<file path="config.mk">
export PLATFORM = sky130hd
export DESIGN_NAME = rle_subtitle_bitmap_decoder_core
export DESIGN_NICKNAME = d
export VERILOG_FILES = /design/src/rsbd_pkg.sv /design/src/rsbd_front.sv /design/src/rsbd_back.sv /design/src/rle_subtitle_bitmap_decoder_core.sv
export SDC_FILE = /design/constraint.sdc
export NUM_CORES = 1
export LEC_CHECK = 0
export BUFFER_PORTS_ARGS = -buffer_cell sky130_fd_sc_hd__buf_2
export CAP_MARGIN = 20
export CELL_PAD_IN_SITES_DETAIL_PLACEMENT = 1
export CELL_PAD_IN_SITES_GLOBAL_PLACEMENT = 2
export CORE_ASPECT_RATIO = 0.7
export CORE_UTILIZATION = 36
export CTS_CLUSTER_SIZE = 20
export DETAILED_ROUTE_END_ITERATION = 6
export PLACE_DENSITY = 0.88
export SYNTH_ARGS = -nofsm -noshare
export SYNTH_HDL_FRONTEND = slang
export SYNTH_SLANG_ARGS = --single-unit
</file>
<file path="constraint.sdc">
create_clock -name i_clk -period 10.3 [get_ports i_clk]
set_clock_uncertainty 0.15 [all_clocks]
set_input_delay 1.03 -clock i_clk [delete_from_list [all_inputs] [get_ports i_clk]]
set_output_delay 1.03 -clock i_clk [all_outputs]
set_load 0.05 [all_outputs]
</file>
<file path="src/rsbd_pkg.sv">
package rsbd_pkg;

    localparam int unsigned C_MAX_WIDTH  = 4096;
    localparam int unsigned C_MAX_HEIGHT = 4096;

    localparam logic [12:0] C_WIDTH_RESET  = 13'd720;
    localparam logic [12:0] C_HEIGHT_RESET = 13'd576;

    localparam logic [2:0] C_MAX_RESULTS = 3'd4;

    localparam logic C_REG_WIDTH  = 1'b0;
    localparam logic C_REG_HEIGHT = 1'b1;

    typedef enum logic {
        S_LOAD,
        S_DECODE
    } t_state;

    typedef struct packed {
        logic       last;
        logic [7:0] data;
    } t_qitem;

    typedef struct packed {
        logic [23:0] bits;
        logic [4:0]  held;
        logic [12:0] col;
        logic [12:0] row;
        logic        fin;
    } t_dstate;

    typedef struct packed {
        logic        image_complete;
        logic        fill_rest;
        logic [1:0]  pixel_color;
        logic [12:0] run_length;
        logic [11:0] start_column;
        logic [11:0] line_index;
    } t_result;

    typedef struct packed {
        logic    valid;
        logic    last;
        t_result res;
    } t_push;

    function automatic logic [12:0] f_eff_dim(input logic [12:0] v, input int unsigned maxv);
        logic [12:0] r;
        if (v == 13'd0) begin
            r = 13'd1;
        end else if (32'(v) > maxv) begin
            r = 13'(maxv);
        end else begin
            r = v;
        end
        return r;
    endfunction

endpackage

</file>
<file path="src/rsbd_front.sv">
module rsbd_front
    import rsbd_pkg::*;
(
    input  logic   i_clk,
    input  logic   i_rst_n,
    input  logic   i_valid,
    output logic   o_ready,
    input  t_qitem i_item,
    output logic   o_q_valid,
    output t_qitem o_q_item,
    input  logic   i_pop
);

    localparam int unsigned DEPTH = 4;

    t_qitem      r_mem [DEPTH];
    logic [1:0]  r_wr_ptr;
    logic [1:0]  r_rd_ptr;
    logic [2:0]  r_count;
    logic        w_push;
    logic        w_pop;

    assign o_ready   = (r_count != 3'(DEPTH));
    assign o_q_valid = (r_count != 3'd0);
    assign o_q_item  = r_mem[r_rd_ptr];
    assign w_push    = i_valid && o_ready;
    assign w_pop     = i_pop && o_q_valid;

    always_ff @(posedge i_clk) begin
        if (w_push) begin
            r_mem[r_wr_ptr] <= i_item;
        end
    end

    always_ff @(posedge i_clk) begin
        if (!i_rst_n) begin
            r_wr_ptr <= 2'd0;
            r_rd_ptr <= 2'd0;
            r_count  <= 3'd0;
        end else begin
            if (w_push) begin
                r_wr_ptr <= r_wr_ptr + 2'd1;
            end
            if (w_pop) begin
                r_rd_ptr <= r_rd_ptr + 2'd1;
            end
            r_count <= r_count + 3'(w_push) - 3'(w_pop);
        end
    end

endmodule

</file>
<file path="src/rsbd_back.sv">
module rsbd_back
    import rsbd_pkg::*;
(
    input  logic        i_clk,
    input  logic        i_rst_n,
    input  logic [12:0] i_width,
    input  logic [12:0] i_height,
    input  logic        i_q_valid,
    input  t_qitem      i_q_item,
    output logic        o_pop,
    input  logic        i_out_free,
    output t_push       o_push
);

    t_state      r_state;
    t_state      n_state;
    t_dstate     r_st;
    t_dstate     n_st;
    logic [2:0]  r_cnt;
    logic [2:0]  n_cnt;
    logic        r_last;
    logic        n_last;
    logic        r_hold_v;
    logic        n_hold_v;
    t_result     r_hold;
    t_result     n_hold;

    logic [23:0] w_aligned;
    logic [15:0] w_win;
    logic [4:0]  w_size;
    logic [15:0] w_code;
    logic [13:0] w_run;
    logic [12:0] w_rem;
    logic [12:0] w_run_c;
    logic        w_dec_ok;
    logic        w_fill_ok;
    logic        w_stall;
    logic        w_can_load;
    t_dstate     w_load_st;
    t_dstate     w_dec_st;
    t_result     w_dec_res;
    t_result     w_fill_res;

    function automatic logic [23:0] f_mask(input logic [23:0] bits, input logic [4:0] held);
        logic [24:0] m;
        m = (25'd1 << held) - 25'd1;
        return bits & m[23:0];
    endfunction

    function automatic t_dstate f_end_row(input t_dstate s, input logic [12:0] h);
        t_dstate r;
        r      = s;
        r.held = {s.held[4:3], 3'b000};
        r.bits = f_mask(s.bits, r.held);
        r.col  = 13'd0;
        r.row  = s.row + 13'd1;
        if (r.row >= h) begin
            r.fin  = 1'b1;
            r.bits = 24'd0;
            r.held = 5'd0;
        end
        return r;
    endfunction

    function automatic logic [11:0] f_line(input logic [12:0] row, input logic [12:0] h);
        logic [13:0] half_w;
        logic [12:0] half;
        logic [12:0] diff;
        half_w = (14'(h) + 14'd1) >> 1;
        half   = half_w[12:0];
        diff   = row - half;
        return (row < half) ? {row[10:0], 1'b0} : {diff[10:0], 1'b1};
    endfunction

    // The code is left-aligned so that its leading bit pairs sit at fixed places.
    assign w_aligned = r_st.bits << (5'd24 - r_st.held);
    assign w_win     = w_aligned[23:8];

    always_comb begin
        priority if (r_st.held < 5'd2) begin
            w_size = 5'd0;
        end else if (w_win[15:14] != 2'd0) begin
            w_size = 5'd4;
        end else if (r_st.held < 5'd4) begin
            w_size = 5'd0;
        end else if (w_win[13:12] != 2'd0) begin
            w_size = 5'd8;
        end else if (r_st.held < 5'd6) begin
            w_size = 5'd0;
        end else if (w_win[11:10] != 2'd0) begin
            w_size = 5'd12;
        end else begin
            w_size = 5'd16;
        end
    end

    assign w_code = w_win >> (5'd16 - w_size);
    assign w_run  = w_code[15:2];
    assign w_rem  = i_width - r_st.col;

    always_comb begin
        if (w_run > 14'(w_rem)) begin
            w_run_c = w_rem;
        end else begin
            w_run_c = w_run[12:0];
        end
        if (w_run_c == 13'd0) begin
            w_run_c = w_rem;
        end
    end

    assign w_dec_ok   = !r_st.fin && (r_cnt != C_MAX_RESULTS) && (w_size != 5'd0)
                        && (r_st.held >= w_size);
    assign w_fill_ok  = r_last && !r_st.fin && (r_cnt != C_MAX_RESULTS);
    assign w_stall    = r_hold_v && !i_out_free;
    assign w_can_load = !r_hold_v || i_out_free;

    always_comb begin
        w_load_st = r_st;
        if (!r_st.fin) begin
            if (r_st.row >= i_height) begin
                w_load_st.fin  = 1'b1;
                w_load_st.bits = 24'd0;
                w_load_st.held = 5'd0;
            end else if (r_st.col >= i_width) begin
                w_load_st = f_end_row(r_st, i_height);
            end
        end
        if (!w_load_st.fin) begin
            w_load_st.bits = {w_load_st.bits[15:0], i_q_item.data};
            w_load_st.held = w_load_st.held + 5'd8;
        end
    end

    always_comb begin
        w_dec_st      = r_st;
        w_dec_st.held = r_st.held - w_size;
        w_dec_st.bits = f_mask(r_st.bits, w_dec_st.held);
        w_dec_st.col  = r_st.col + w_run_c;
        if (w_dec_st.col >= i_width) begin
            w_dec_st = f_end_row(w_dec_st, i_height);
        end
        w_dec_res.line_index     = f_line(r_st.row, i_height);
        w_dec_res.start_column   = r_st.col[11:0];
        w_dec_res.run_length     = w_run_c;
        w_dec_res.pixel_color    = w_code[1:0];
        w_dec_res.fill_rest      = 1'b0;
        w_dec_res.image_complete = w_dec_st.fin;
    end

    always_comb begin
        w_fill_res.line_index     = f_line(r_st.row, i_height);
        w_fill_res.start_column   = r_st.col[11:0];
        w_fill_res.run_length     = 13'd0;
        w_fill_res.pixel_color    = 2'd0;
        w_fill_res.fill_rest      = 1'b1;
        w_fill_res.image_complete = 1'b1;
    end

    always_comb begin
        n_state = r_state;
        unique case (r_state)
            S_LOAD: begin
                if (w_can_load && i_q_valid) begin
                    n_state = S_DECODE;
                end
            end
            S_DECODE: begin
                if (!w_dec_ok && !(w_fill_ok && w_stall)) begin
                    n_state = S_LOAD;
                end
            end
            default: begin
                n_state = S_LOAD;
            end
        endcase
    end

    always_comb begin
        n_st     = r_st;
        n_cnt    = r_cnt;
        n_last   = r_last;
        n_hold_v = r_hold_v;
        n_hold   = r_hold;
        o_pop    = 1'b0;
        o_push   = '{valid: 1'b0, last: 1'b0, res: r_hold};
        unique case (r_state)
            S_LOAD: begin
                if (r_hold_v && i_out_free) begin
                    o_push.valid = 1'b1;
                    o_push.last  = 1'b1;
                    n_hold_v     = 1'b0;
                end
                if (w_can_load && i_q_valid) begin
                    o_pop  = 1'b1;
                    n_st   = w_load_st;
                    n_cnt  = 3'd0;
                    n_last = i_q_item.last;
                end
            end
            S_DECODE: begin
                if (w_dec_ok) begin
                    if (!w_stall) begin
                        o_push.valid = r_hold_v;
                        n_hold_v     = 1'b1;
                        n_hold       = w_dec_res;
                        n_st         = w_dec_st;
                        n_cnt        = r_cnt + 3'd1;
                    end
                end else if (!(w_fill_ok && w_stall)) begin
                    if (w_fill_ok) begin
                        o_push.valid = r_hold_v;
                        n_hold_v     = 1'b1;
                        n_hold       = w_fill_res;
                    end
                    if (r_last) begin
                        n_st = '0;
                    end
                end
            end
            default: begin
                n_st = r_st;
            end
        endcase
    end

    always_ff @(posedge i_clk) begin
        r_hold <= n_hold;
    end

    always_ff @(posedge i_clk) begin
        if (!i_rst_n) begin
            r_state  <= S_LOAD;
            r_st     <= '0;
            r_cnt    <= 3'd0;
            r_last   <= 1'b0;
            r_hold_v <= 1'b0;
        end else begin
            r_state  <= n_state;
            r_st     <= n_st;
            r_cnt    <= n_cnt;
            r_last   <= n_last;
            r_hold_v <= n_hold_v;
        end
    end

endmodule

</file>
<file path="src/rle_subtitle_bitmap_decoder_core.sv">
// Decodes the 2-bit run-length pixel data of a subtitle bitmap, one coded byte per request on
// the slave stream, and emits one run per request on the master stream with its interlaced
// output line, start column, clipped length and colour. Each byte is loaded, then the single
// decode path retires one code per cycle while the output is free. A four-entry input queue
// and an output register let both streams stall independently. The final byte of a packet
// adds a fill request covering the rest of the image with colour 0 unless the image is done
// or the byte gave four runs, and restarts the decoder. The user must write image width and
// height through the configuration port only while idle; the block does not enforce it.
module rle_subtitle_bitmap_decoder_core
    import rsbd_pkg::*;
(
    input  logic        i_clk,
    input  logic        i_rst_n,
    input  logic        i_cfg_valid,
    output logic        o_cfg_ready,
    input  logic        i_cfg_index,
    input  logic [12:0] i_cfg_data,
    input  logic        s_axis_tvalid,
    output logic        s_axis_tready,
    input  logic [7:0]  s_axis_tdata,   // [7:0] stream_byte
    input  logic        s_axis_tlast,
    output logic        m_axis_tvalid,
    input  logic        m_axis_tready,
    output logic [39:0] m_axis_tdata,   // [11:0] line_index, [23:12] start_column,
                                        // [36:24] run_length, [38:37] pixel_color, [39] zero
    output logic [1:0]  m_axis_tuser,   // [0] fill_rest, [1] image_complete
    output logic        m_axis_tlast
);

    logic [12:0] r_width;
    logic [12:0] r_height;
    logic [12:0] w_width;
    logic [12:0] w_height;
    logic        w_q_valid;
    t_qitem      w_q_item;
    logic        w_pop;
    logic        w_out_free;
    t_push       w_push;
    logic        r_out_v;
    t_result     r_out;
    logic        r_out_last;

    assign o_cfg_ready = 1'b1;
    assign w_width     = f_eff_dim(r_width, C_MAX_WIDTH);
    assign w_height    = f_eff_dim(r_height, C_MAX_HEIGHT);

    always_ff @(posedge i_clk) begin
        if (!i_rst_n) begin
            r_width  <= C_WIDTH_RESET;
            r_height <= C_HEIGHT_RESET;
        end else if (i_cfg_valid) begin
            unique case (i_cfg_index)
                C_REG_WIDTH:  r_width  <= i_cfg_data;
                C_REG_HEIGHT: r_height <= i_cfg_data;
                default:      r_width  <= r_width;
            endcase
        end
    end

    rsbd_front u_front (
        .i_clk     (i_clk),
        .i_rst_n   (i_rst_n),
        .i_valid   (s_axis_tvalid),
        .o_ready   (s_axis_tready),
        .i_item    ('{last: s_axis_tlast, data: s_axis_tdata}),
        .o_q_valid (w_q_valid),
        .o_q_item  (w_q_item),
        .i_pop     (w_pop)
    );

    rsbd_back u_back (
        .i_clk      (i_clk),
        .i_rst_n    (i_rst_n),
        .i_width    (w_width),
        .i_height   (w_height),
        .i_q_valid  (w_q_valid),
        .i_q_item   (w_q_item),
        .o_pop      (w_pop),
        .i_out_free (w_out_free),
        .o_push     (w_push)
    );

    assign w_out_free = !r_out_v || m_axis_tready;

    always_ff @(posedge i_clk) begin
        if (w_push.valid) begin
            r_out      <= w_push.res;
            r_out_last <= w_push.last;
        end
    end

    always_ff @(posedge i_clk) begin
        if (!i_rst_n) begin
            r_out_v <= 1'b0;
        end else if (w_push.valid) begin
            r_out_v <= 1'b1;
        end else if (m_axis_tready) begin
            r_out_v <= 1'b0;
        end
    end

    assign m_axis_tvalid = r_out_v;
    assign m_axis_tdata  = {1'b0, r_out.pixel_color, r_out.run_length, r_out.start_column,
                            r_out.line_index};
    assign m_axis_tuser  = {r_out.image_complete, r_out.fill_rest};
    assign m_axis_tlast  = r_out_last;

endmodule

</file>
==> results of run 1 <==
## cells in the mapped netlist, types with 4 or more instances
cell type and n:
nor2_1 101, nor2b_1 21, or2_2 10, nor3_1 36, mux2i_1 17, a21oi_1 102
inv_1 101, dfxtp_1 96, o21a_1 26, a211oi_1 11, xnor2_1 38, o31ai_1 5
and3_1 19, ha_1 107, clkbuf_1 41, a21boi_0 8, a31oi_1 18, nand2_1 177
buf_4 6, a22oi_1 6, nand2b_1 13, nand4_1 12, nor4_1 10, o211ai_1 7
o21bai_1 6, a21o_1 9, xor2_1 19, mux2_2 14, a211o_1 4, nand3_1 52
o21ai_0 49, buf_2 4, o22ai_1 9, mux4_2 13, o211a_1 8, a31o_2 4
o221ai_1 4, and2_1 20, fa_1 5, a22o_1 11, edfxtp_1 119
## per-layer routing
metal	share of wire, %	up-vias
met5	0	-
met4	1.6	0
met3	5.9	49
met2	42	287
met1	51	5554
li1	-	5282
## report_power, final
part / total, mW / switching (mW) / internal [mW]
registers: 1.17 / 0.0992 / 1.07
logic: 1.72 / 1.13 / 0.598
clock network: 0.892 / 0.384 / 0.508
total: 3.79 / 1.61 / 2.18
## repair_timing
action	CTS	global route
setup buffers	0	6
hold buffers	0	0
pin swaps	0	7
gates resized for setup	5	31
endpoints found under the hold margin	0	0
endpoints found under the setup margin	29	55
## layout make-up
| cell class | instances | area [µm²] |
|---|---|---|
| repair buffers | 132 | 820.8 |
| flip-flops and latches | 215 | 5497 |
| multi-input cells | 1035 | 7269 |
| clock buffers | 31 | 689.4 |
| inverters | 105 | 394.1 |
| well taps | 480 | 600.6 |
| clock inverters | 15 | 132.6 |
| fillers | 4224 | 20590 |
## worst max-delay path, delay by kind of cell (launching register included)
kind / cells / cell delay, ns
compound gates: 23 / 4.48
xor+xnor: 3 / 0.51
fa+ha+maj: 7 / 1.91
buf+inv: 2 / 0.36
flops: 1 / 0.42
mux: 1 / 0.36
simple gates: 8 / 1.45
## logic make-up after synthesis
group                      Yosys count
and+or+nand+nor                    490
AOI/OAI and AO/OA                  323
DFF                                215
buffers and inverters              160
adders and majority gates          112
xor gates and xnor gates            58
muxes                               48
other                                2
## worst min path at each step
stage / from / to / slack [ns] / cells after the start
after floorplan: u_back.o_push[0] / m_axis_tdata[0] / 0.25 / 0
after global placement: u_back.o_push[4] / m_axis_tdata[4] / 0.25 / 0
after detailed placement: u_back.o_push[16] / m_axis_tdata[16] / 0.26 / 0
after CTS: u_back.o_push[16] / m_axis_tdata[16] / 0.27 / 0
after global routing: u_back.o_push[16] / m_axis_tdata[16] / 0.27 / 0
final: u_back.o_push[24] / m_axis_tdata[24] / 0.27 / 0
## flip-flops by register name, summed over array words and instances, names as in the netlist, 3 cells and up, named ones only
name,count
u_front.r_mem,36
u_back.r_cnt,3
r_height,13
u_front.r_count,3
m_axis_tdata,39
r_width,13
u_back.r_st,54
u_back.o_push,41
## through the flow
| stage | setup slack (ns) | power, mW |
|---|---|---|
| 2_1_floorplan | 0.3839 | 2.185 |
| 3_3_place_gp | 0.1383 | 2.731 |
| 3_5_place_dp | -0.2438 | 2.782 |
| 4_1_cts | 0.006655 | 3.699 |
| 5_1_grt | 0.01321 | 3.988 |
| 6_report | 0.5530 | 3.789 |
==> metrics.txt, run 1 <==
pwr/cell area=246.0 nW/µm²; HPWL after detailed placement=33.04 mm; Initial Util=36.69%; GRT overflow=0; Critical Setup Path Class=flip-flop to flip-flop; max frequency=0.1026 GHz; Rel. slew slack=32.05%; fin nets=1,654; GRT Resource Usage Total=22.70%; Placed Cells=1,960; top cell type's share of synthesized area=27.06%; final setup vio count=0; die span in x=230.9 µm; CP Launch Type=flip-flop; synth top area cells=edfxtp_1 27%, dfxtp_1 15%, ha_1 10%; DRC=0; r2r startpoint=u_back.r_st[30]; Final Hold Vio Count=0; slowest CP cell=or3_1; Post-Synth XOR/XNOR Area=3.903%; capture point of the worst path=u_back.r_st[54]; clock-pin transition on the worst setup and hold timing paths=0.06 ns; Most used DFF post-synth=edfxtp_1; Max H-tree Level=1; Slew Limit Fails=0; most frequent cells in the layout=175 x nand2_1, 119 x edfxtp_1, 104 x ha_1, 100 x nor2_1, 100 x inv_1; synthesized area per cell=9.380 µm²; Antenna Nets Post-Route=0; CTS root buf=clkbuf_16; vias in the first global route=11,240; CP Max Fanout=6; clk sinks=215; layout cells sized above 1=17.29%; CTS tree=built; via count=11,170; largest family of logic cells by synthesized area=simple AND/OR/NAND/NOR gates; drt first pass iters=4; cells on worst reg2reg path=44; Final Instance Count excl. Fillers=2,013; FP Rows=58; sequential cell area fraction in the yosys report=41.61%; period utilisation layout=94.63%; largest net degree at the start of global routing=59; RD Place Congestion=0.9597; CP startpoint=u_back.r_st[30]; flops & latches, synth=215; RSZ-0062 raised after global routing=no; die area=37,470 µm²; max cap viols=0; Pleak=6.096 nW; antenna violations before repair=1; I/O Pins=74; most common cell after layout, fill and taps aside=nand2_1; R2R setup slack=0.55 ns; Worst-Skew Late Latency=0.55 ns; CP most frequent cell=ha_1; Ys Warns=0; adder-cell area share of the yosys netlist=10.89%; Crit path required time=10.64 ns; WL final=42.63 mm; Compound-Gate Fraction of Synth Area=16.09%; Core Util, Final=42.79%; Slew @ Worst Pin=1.011 ns; Worst VDD drop=167.6 µV; Post-synth ARST share=0%; Die H=162.3 µm; Yosys top cell by area=edfxtp_1; DR iter-0 viols=950; CTS Buf Count=25; Critical Path AT=10.08 ns; post-synthesis mux area share=5.097%; Crit. End Element=flip-flop; Yosys cell types=87; setup_tns=0 ns; GR peak layer=met1; EDFF count, synth=119; first-pass GRT wire length=66.41 mm; placed cell area=14,360 µm²; HP Class=flip-flop to flip-flop; Final Critical Period=9.747 ns; Core ar.=35,990 µm²; largest incremental delay on the critical path=0.44 ns; cell area after layout=15,400 µm²; met3 Usage GRT=3.564%; wire per inst=21.17 µm; area of the mapped netlist=13,210 µm²; Mapped Cells=1,408; vias per cell=5.550; Layout area overhead=16.63%; status=completed; port bufs=71; r2r endpoint=u_back.r_st[54]; Clock Tree Buf Depth=3; met1 Use GR=34.60%; hold slack=0.2680 ns; GR Util met2=33.63%; Post-Synth Simple-Gate Area=17.49%; Ant. Diodes=0
No activity file was read; power rests on OpenSTA's default activity.
==> inputs of run 2 (changes only) <==
--- a/config.mk
+++ b/config.mk
@@ -13,7 +13,7 @@
 export CORE_UTILIZATION = 36
 export CTS_CLUSTER_SIZE = 20
 export DETAILED_ROUTE_END_ITERATION = 6
-export PLACE_DENSITY = 0.88
+export PLACE_DENSITY_LB_ADDON = 0.1
 export SYNTH_ARGS = -nofsm -noshare
 export SYNTH_HDL_FRONTEND = slang
 export SYNTH_SLANG_ARGS = --single-unit
==> run 2 against run 1 <==
Against the previous run:
- sequential power hardly changed
- register-to-register slack worse by 0.09 ns
- critical endpoint is now u_back.r_st[26]
- core utilization is 0.11 points lower
- count of clock-buffer cells in the layout is 1 lower
==> metrics.txt, run 2 (synthesized netlist as in run 1, its figures left out) <==
part of the power in combinational logic=45.1%; max FFs per register=54; Seq pwr share=31.0%; max cap viols=0; Slew Limit Fails=0; Crit path max-delay family=compound AO/OA/AOI/OAI gates; GRT overflow=0; Sw Ratio=42.40%; CTS root buf=clkbuf_16; Critical Path AT=10.18 ns; CTS Buf Count=25; final setup vio count=0; R2R setup slack=0.46 ns; DRC=0; Crit. End Element=flip-flop; layout cells sized above 1=16.71%; start point of the worst hold path=u_back.o_push[39]; area of the multi-input gates=7244 µm²; Sw Pwr=1.591 mW; most common cell after layout, fill and taps aside=nand2_1; Initial Util=36.69%; RD Place Congestion=0.9122; FP Rows=58; worst hold path cell count=0; period utilisation layout=95.50%; Layout area overhead=16.31%; status=completed; Rel. slew slack=35.24%; largest incremental delay on the critical path=0.56 ns; HP Class=flip-flop to flip-flop; Critical Setup Path Class=flip-flop to flip-flop; sequential cell area=5497 µm²; CP bufs+invs=4; max frequency=0.1017 GHz; Pleak=6.065 nW; Clock power frac=23.9%; Power Internal=2.161 mW; I/O Pins=74; CP startpoint=u_back.r_st[29]; die area=37,470 µm²; DR iter-0 viols=803; Crit path required time=10.65 ns; wire per inst=20.74 µm; Die H=162.3 µm; antenna violations before repair=0; port bufs=71; Worst-Skew Late Latency=0.57 ns; vias per cell=5.351; hold_buf cts=0; Antenna Nets Post-Route=0; Core ar.=35,990 µm²; first-pass GRT wire length=64.55 mm; HPWL after detailed placement=32.53 mm; CP Launch Type=flip-flop; largest net degree at the start of global routing=60; RSZ-0062 raised after global routing=no; most frequent cells in the layout=175 x nand2_1, 119 x edfxtp_1, 106 x ha_1, 101 x nor2_1, 100 x inv_1; Power Total=3.751 mW; r2r endpoint=u_back.r_st[26]; clk sinks=215; drt first pass iters=5; Worst VDD drop=147.1 µV; Clock Tree Buf Depth=3; Ant. Diodes=0; Top reg by flops=u_back.r_st; cells on worst reg2reg path=46; CP Max Fanout=6; fin nets=1,653; fillcell total=4,138; CP most frequent cell=ha_1; WL final=41.73 mm; die span in x=230.9 µm; GRT Resource Usage Total=22.34%; hold endpoint=m_axis_tuser[0]; via count=10,770; CTS tree=built; Final Critical Period=9.836 ns; r2r startpoint=u_back.r_st[29]; pwr/cell area=244.2 nW/µm²; Core Util, Final=42.68%; slowest CP cell=or4_1; Slew @ Worst Pin=0.9632 ns; clock-pin transition on the worst setup and hold timing paths=0.06 ns; vias in the first global route=10,750; Final Hold Vio Count=0; Max H-tree Level=1
## run 2: stage by stage
| step | TNS, ns | cells | worst slack [ns] | hold WS, ns | instance area [µm²] |
|---|---|---|---|---|---|
| detailed placement | -0.2434 | 1962 | -0.04122 | 0.2552 | 14390 |
| global placement | 0 | 1961 | 0.1015 | 0.2512 | 14380 |
| floorplan | 0 | 1410 | 0.3839 | 0.2503 | 13220 |
| finish | 0 | 2012 | 0.4638 | 0.2694 | 15360 |
| CTS | 0 | 2008 | 0.06215 | 0.2702 | 15210 |
| global route | 0 | 2012 | 0.004587 | 0.2724 | 15360 |
## run 2: cell type report
type	instances	share of cell area (%)
Inverter	105	2.566
Clock inverter	16	1.075
Clock buffer	30	4.260
Timing Repair Buffer	131	5.253
Sequential cell	215	35.78
Multi-Input combinational cell	1035	47.16
Tap cell	480	3.909
## run 2: power by group through the flow
stage / Sequential (mW) / Combinational (mW) / Clock, mW
floorplan: 1.21 / 0.973 / 0
CTS: 1.16 / 1.63 / 0.920
global route: 1.18 / 1.84 / 0.951
detailed placement: 1.18 / 1.61 / 0
global placement: 1.18 / 1.60 / 0
finish: 1.16 / 1.69 / 0.896
## run 2: timing repair
item	in CTS	in global routing
resized for setup	1	29
setup endpoints to repair	13	55
pin swaps	0	3
setup buffers	0	1
gates cloned	0	0
## run 2: worst max path at each step
stage                           end  slack [ns]  cells after the start
floorplan           u_back.r_st[26]        0.38                     47
global placement     u_back.r_st[9]        0.10                     44
detailed placement  u_back.r_st[53]       -0.04                     45
CTS                 u_back.r_st[54]        0.06                     45
global route        u_back.r_st[53]       0.005                     46
finish              u_back.r_st[26]        0.46                     46
## run 2: metal layers
metal  part of all wire (%)  track usage, %  vias to the layer above
met1                     54           35.52                     5251
li1                       -               -                     5273
met4                    1.3           3.371                        0
met3                    4.5           3.020                       35
met2                     41           32.04                      207
met5                      0               0                        -
